**config.mk**
```make
export PLATFORM = sky130hd
export DESIGN_NAME = lmscan_seq
export DESIGN_NICKNAME = d
export VERILOG_FILES = /design/src/design/lmscan_pkg.sv /design/src/design/lmscan_seq.sv
export SDC_FILE = /design/constraint.sdc
export NUM_CORES = 1
export LEC_CHECK = 0
export ABC_CLOCK_PERIOD_IN_PS = 2300
export BUFFER_PORTS_ARGS = -buffer_cell sky130_fd_sc_hd__buf_2
export CORE_ASPECT_RATIO = 1.4
export CORE_UTILIZATION = 50
export CTS_CLUSTER_DIAMETER = 60
export CTS_CLUSTER_SIZE = 12
export DETAILED_ROUTE_END_ITERATION = 10
export PLACE_DENSITY = 0.75
export SYNTH_ARGS = -nofsm -noshare
export SYNTH_HDL_FRONTEND = slang
export SYNTH_SLANG_ARGS = --single-unit
```
**constraint.sdc**
```tcl
create_clock -name aclk -period 2.3 [get_ports aclk]
set_clock_uncertainty 0.15 [all_clocks]
set_input_delay 0.345 -clock aclk [delete_from_list [all_inputs] [get_ports aclk]]
set_output_delay 0.345 -clock aclk [all_outputs]
set_load 0.05 [all_outputs]
```
**src/design/lmscan_pkg.sv**
```systemverilog
// Shared types, constants and intensity masks for the LED matrix scan engine.
`default_nettype none

package lmscan_pkg;

    localparam int PLANE_COUNT     = 6;
    localparam int SHIFTS_PER_ROW  = 64;
    localparam int PAIRS_PER_ROW   = 32;
    localparam int FRAME_CYCLE     = 16;
    localparam int ROW_COUNT_DEF   = 32;
    localparam int PLANE_BYTES_DEF = 1024;
    localparam int STORE_W         = PLANE_COUNT * 8;

    typedef enum logic [0:0] {
        OP_WRITE = 1'b0,
        OP_TICK  = 1'b1
    } opcode_t;

    typedef enum logic [0:0] {
        EV_SHIFT = 1'b0,
        EV_LATCH = 1'b1
    } event_kind_t;

    typedef struct packed {
        opcode_t     opcode;
        logic [2:0]  plane;
        logic [9:0]  byte_address;
        logic [7:0]  byte_value;
    } in_item_t;

    typedef struct packed {
        event_kind_t event_kind;
        logic [4:0]  row_address;
        logic        red_top;
        logic        green_top;
        logic        blue_top;
        logic        red_bottom;
        logic        green_bottom;
        logic        blue_bottom;
        logic        enable_pin_level;
        logic        frame_end;
    } out_item_t;

    // Per-tick scan request handed from the sequencer to the output stage
    typedef struct packed {
        event_kind_t kind;
        logic [4:0]  row_address;
        logic        frame_end;
        logic [7:0]  mask;
    } scan_req_t;

    localparam logic [3:0] LOW_MASK [FRAME_CYCLE] = '{
        4'd1, 4'd2, 4'd2, 4'd4, 4'd4, 4'd4, 4'd4, 4'd8,
        4'd8, 4'd8, 4'd8, 4'd8, 4'd8, 4'd8, 4'd8, 4'd0
    };

    // Bit under test for this weight frame, in the low or high nibble
    function automatic logic [7:0] weight_mask(input logic [3:0] weight,
                                               input logic       high_nibble);
        logic [3:0] m;
        m = LOW_MASK[weight];
        return high_nibble ? {m, 4'b0000} : {4'b0000, m};
    endfunction

endpackage

`default_nettype wire

```
**src/design/lmscan_seq.sv**
```systemverilog
// Scan sequencer: shift index, row and weight frame counters and read address.
`default_nettype none

module lmscan_seq #(
    parameter int ROW_COUNT   = lmscan_pkg::ROW_COUNT_DEF,
    parameter int PLANE_BYTES = lmscan_pkg::PLANE_BYTES_DEF,
    localparam int AW    = $clog2(PLANE_BYTES),
    localparam int ROW_W = $clog2(ROW_COUNT)
) (
    input  wire logic                 aclk,
    input  wire logic                 aresetn,
    input  wire logic                 tick,
    output lmscan_pkg::scan_req_t     req,
    output logic [AW-1:0]             rd_addr
);

    logic [6:0]       row_step_reg, row_step_next;
    logic [ROW_W-1:0] row_reg, row_next;
    logic [3:0]       weight_reg, weight_next;
    logic [AW-1:0]    base_reg, base_next;
    logic [AW:0]      addr_sum;
    logic [AW:0]      base_sum;
    logic [ROW_W+4:0] row_ext;
    logic             last_row;

    assign row_ext  = {5'b0_0000, row_reg};
    assign last_row = (row_reg == ROW_W'(ROW_COUNT - 1));

    // Row base plus column pair, wrapped once into the plane
    always_comb begin
        addr_sum = {1'b0, base_reg} + (AW+1)'(row_step_reg[5:1]);
        if (addr_sum >= (AW+1)'(PLANE_BYTES)) begin
            addr_sum = addr_sum - (AW+1)'(PLANE_BYTES);
        end
        rd_addr = addr_sum[AW-1:0];
    end

    always_comb begin
        req.row_address = row_ext[4:0];
        if (!row_step_reg[6]) begin
            req.kind      = lmscan_pkg::EV_SHIFT;
            req.frame_end = 1'b0;
            req.mask      = lmscan_pkg::weight_mask(weight_reg, row_step_reg[0]);
        end else begin
            req.kind      = lmscan_pkg::EV_LATCH;
            req.frame_end = last_row;
            req.mask      = '0;
        end
    end

    always_comb begin
        row_step_next = row_step_reg;
        row_next      = row_reg;
        weight_next   = weight_reg;
        base_next     = base_reg;
        base_sum      = {1'b0, base_reg} + (AW+1)'(lmscan_pkg::PAIRS_PER_ROW);
        if (base_sum >= (AW+1)'(PLANE_BYTES)) begin
            base_sum = base_sum - (AW+1)'(PLANE_BYTES);
        end
        if (tick) begin
            if (!row_step_reg[6]) begin
                row_step_next = row_step_reg + 7'd1;
            end else begin
                row_step_next = '0;
                if (last_row) begin
                    row_next    = '0;
                    base_next   = '0;
                    weight_next = weight_reg + 4'd1;
                end else begin
                    row_next  = row_reg + ROW_W'(1);
                    base_next = base_sum[AW-1:0];
                end
            end
        end
    end

    always_ff @(posedge aclk) begin
        if (!aresetn) begin
            row_step_reg <= '0;
            row_reg      <= '0;
            weight_reg   <= '0;
            base_reg     <= '0;
        end else begin
            row_step_reg <= row_step_next;
            row_reg      <= row_next;
            weight_reg   <= weight_next;
            base_reg     <= base_next;
        end
    end

endmodule

`default_nettype wire

```
# --- Yosys cells after proc, flatten, opt, wreduce, memory -nomap -nowiden ---
# Memory sizes are Yosys's and may differ from the RTL's.
# Index checks and enable logic that the tools add are counted.
word_totals:
  rom_bits: 64
  input_bits: 3
  mem_count: 1
  word_cells: 29
  register_bits: 26
  latchBits: 0
  output_inout_bits: 25
  ramBits: 0
memory_table:
  columns: ["memory", "words", "word_bits", "read_ports", "rd_ports_with_merged_regs", "wr", "line", "text"]
  rows:
  - ["(no name shown)", 16, 4, 1, 0, 0, "lmscan_pkg.sv:61", "m = LOW_MASK[weight];"]
op_classes:
  n_reduce_logical: 2
  n_eq_ne: 1
  n_mux: 10
  magnitude_cmp: 3
  div: 0
  bitwise_logic: 1
  n_mul: 0
  shifts: 0
  n_addsub: 7
ops:
  columns: ["operator", "count"]
  rows:
  - ["10-bit two-way mux", 3]
  - ["11-bit greater-or-equal comparator, second input constant", 2]
  - ["10-bit by 1-bit subtractor with 10-bit output, second input constant", 2]
  - ["10-bit by 5-bit adder with 11-bit output", 1]
  - ["10-bit by 6-bit adder with 11-bit output, second input constant", 1]
  - ["9-bit two-way mux", 1]
  - ["4-bit two-way mux", 2]
  - ["8-bit two-way mux", 1]
  - ["7-bit by 1-bit adder with 7-bit output, second input constant", 1]
  - ["7-bit two-way mux", 1]
  - ["5-bit by 1-bit adder with 5-bit output, second input constant", 1]
  - ["5-bit equality test, second input constant", 1]
  - ["5-bit greater-or-equal comparator, second input constant", 1]
  - ["5-bit two-way mux", 1]
  - ["4-bit inverter with 5-bit output", 1]
  - ["4-bit by 1-bit adder with 4-bit output, second input constant", 1]
  - ["3-bit AND reduction", 1]
  - ["2-bit AND reduction", 1]
  - ["1-bit two-way mux", 1]

# --- Logic depth before layout (Yosys ltp) ---
logic_depth:
  depth_word: 6
  mapped_depth: 6
  depth_no_buf: 6

# --- Worst setup path before layout ---
# Ideal clock, no wire load.
synth_path:
  path_type: "register to output"
  startpoint: "reg weight_reg[0]"
  endpoint: "out req[6] (netlist bit)"
  path_buffers: 0
  t_arrival_ns: 2.300
  required_ns: 1.805
  path_stages_with_launch: 5
  setup_slack_ns: -0.495
  path_cell_list: "dfxtp_1 ha_1 nand2_1 o21ai_0 nor4b_1"
synth_lines:
  columns: ["element", "line", "text"]
  rows:
  - ["from (decl)", "lmscan_seq.sv:19", "logic [3:0] weight_reg, weight_next;"]
  - ["from (signal assigned)", "lmscan_seq.sv:86", "weight_reg <= weight_next;"]
  - ["to (decl)", "lmscan_seq.sv:13", "output lmscan_pkg::scan_req_t req,"]

==> results.toml <==
[power_and_ir_drop]
vdd_drop_max_uv = 313
p_sw_mw = 0.155
comb_power_share = 0.095
intPower_mw = 0.449
p_sw_frac = 0.257
power_mw = 0.604
p_seq_frac = 0.624
clockPowerShare = 0.281
powerDensity_nw_per_um2 = 452
power.static_leakage_nw = 0.618

[critical_path]
crit_start = "weight_reg[0]"
cp-start-kind = "flop"
criticalPathCategory = "flop to primary output"
critPathRequiredTime_ns = 1.80
worstPathArrival_ns = 1.69
reg2reg_from = "row_reg[0]"
rr_endpoint = "weight_reg[3]"
r2r_setup_slack_ns = 0.37
r2r.worst_path.cells = 6
crit_end = "req[7]"
cp_max_fo = 5
end_kind = "primary output"

[floorplanning]
num_rows = 20
start_util = 0.533
io_pins = 28
dieArea_um2 = 2550
die_h_um = 59.3
die_w_um = 42.9
fp.coreArea_um2 = 2200

[route]
wl_mm = 2.25
dr.pass1.iters = 4
drt_iter0_markers = 18
antenna_left = 0
num_vias = 978
wire_per_inst_um = 12.7
route.detailed.drc = 0
vias_per_cell = 5.53

[yosys]
syn_avg_cell_area_um2 = 8.69
synth_most_common_cell = "dfxtp_1"
async_reset_ff_frac = 0
synth_nets = 147
ys_ff_latch = 21
synthTopCellsByCount = "21 x dfxtp_1, 12 x nand2_1, 10 x nor2_1, 9 x ha_1, 9 x nand3_1"
synth_edf_count = 0
synth_warnings = 0
synthDistinctLibCells = 34
synth_cells = 135
yosys-top-cells-area = "dfxtp_1 36%, ha_1 9.6%, xnor2_1 4.5%, xor2_1 4.5%, nand3_1 3.8%"
netlist_area_um2 = 1170
synth_area_leader_cell = "dfxtp_1"
yosys.area.top_type_share = 0.358
ys.flop_type = "dfxtp_1"
ys_seq_area_frac = 0.358

[placement]
dp_hpwl_mm = 1.76
gp_congestion = 0.693
pre_cts_ws_ns = 0.354
dp.cells = 173
io_buffers = 27
dpl-instance-area_um2 = 1300

[clock_tree]
cts-root-buf = "clkbuf_4"
htreeDepth = 1
cts_buffers = 3
clock_latency_ns = 0.30
cts_tree = "done"
hold_buffers = 0
clk_pin_slew_worst_paths_ns = 0.11
clk_path_buf_depth = 2
cts.sinks = 21

[sta]
worstMarginPinSlew_ns = 0.680
timing.hold.ws_ns = 0.210
period_minus_slack_ns = 2.18
finalHoldViolCount = 0
finalWorstSetupSlack_ns = 0.117
grt_setup_unrepaired = "no"
tns_ns = 0
max_freq_ghz = 0.458
slew_headroom = 0.546
setup_viol = 0
drv_slew = 0
fin_crit_sh = 0.949

[final_layout]
num-fill-cells = 206
utilization = 0.606
drive_above_1_share = 0.258
antenna_cells = 0
stdcell_count = 177
largest_reg_flops = 7
finalNetCount = 168
final_area_um2 = 1340
area.growth.synth_to_final_pct = 13.8

[grt]
grt_use_total = 0.198
antenna_found_initial = 0
overflow = 0
first_global_vias = 884
grt_pass1_wl_mm = 3.82
grt_max_degree = 18

[min_path]
hp-class = "primary input to flop"

[status]
status = "completed"

[flow_run]
cap_viol_max_count = 0
## what timing repair did
action,CTS,global route
endpoints found under the setup margin,0,5
buffers inserted,0,0
resized for setup,0,3
## power by group through the flow
stage	sequential, mW	combinational [mW]	clock (mW)
3_3_place_gp	0.385	0.0568	0
4_1_cts	0.377	0.0575	0.179
5_1_grt	0.379	0.0611	0.202
2_1_floorplan	0.379	0.0558	0
6_report	0.377	0.0572	0.170
3_5_place_dp	0.385	0.0574	0
## cells by family after synthesis
family	count (synthesis)	synth area share
AOI/OAI and AO/OA	17	0.0842
xor gates and xnor gates	12	0.0896
adders and majority gates	9	0.0960
buffers and inverters	13	0.0576
DFF	21	0.358
muxes	3	0.0256
other	1	0.00320
and+or+nand+nor	59	0.286
## worst max-delay path, stage by stage, from the launching register on
cell and delay [ns]:
dfxtp_1 0.37, ha_1 0.22, ha_1 0.19, xnor2_1 0.16, nor3b_2 0.16, buf_2 0.28
## worst min path at each step
stage | slack [ns] | from | cells past startpoint | end
final | 0.21 | aresetn | 2 | row_reg[0]
after floorplan | 0.31 | base_reg[9] | 2 | base_reg[9]
after CTS | 0.20 | aresetn | 2 | base_reg[6]
after detailed placement | 0.33 | base_reg[9] | 2 | base_reg[9]
after global routing | 0.20 | aresetn | 2 | row_reg[1]
after global placement | 0.31 | base_reg[9] | 2 | base_reg[9]
## cell type report
cell class,instances,area (um^2),share of cell area
clock buffer,3,22.5,0.0169
clock inverter,1,5.00,0.00375
inverter,2,7.51,0.00562
multi-input combinational,101,713,0.534
sequential,21,422,0.316
tap,22,27.5,0.0206
timing repair buffer,27,138,0.103
## layout by cell type, fill, tap and decap left out, types with 3 or more instances in the layout
cell type  count
a21oi_1        6
dfxtp_1       20
mux2i_1        3
nand2_1       12
ha_1           9
buf_2         26
o21ai_0        6
nor2_1        10
a21boi_0       3
xnor2_1        6
clkbuf_4       4
and3_1         4
xor2_1         6
nor2b_1        4
nand3_1        9
or3_1          5
## layer usage
metal  GRT usage  part of all wire  up-vias
li1            -                 -      503
met1       0.211              0.42      451
met2       0.377              0.54       22
met3      0.0274             0.031        2
met4      0.0909            0.0084        0
met5           0                 0        -
(Power assumes the default switching activity.)
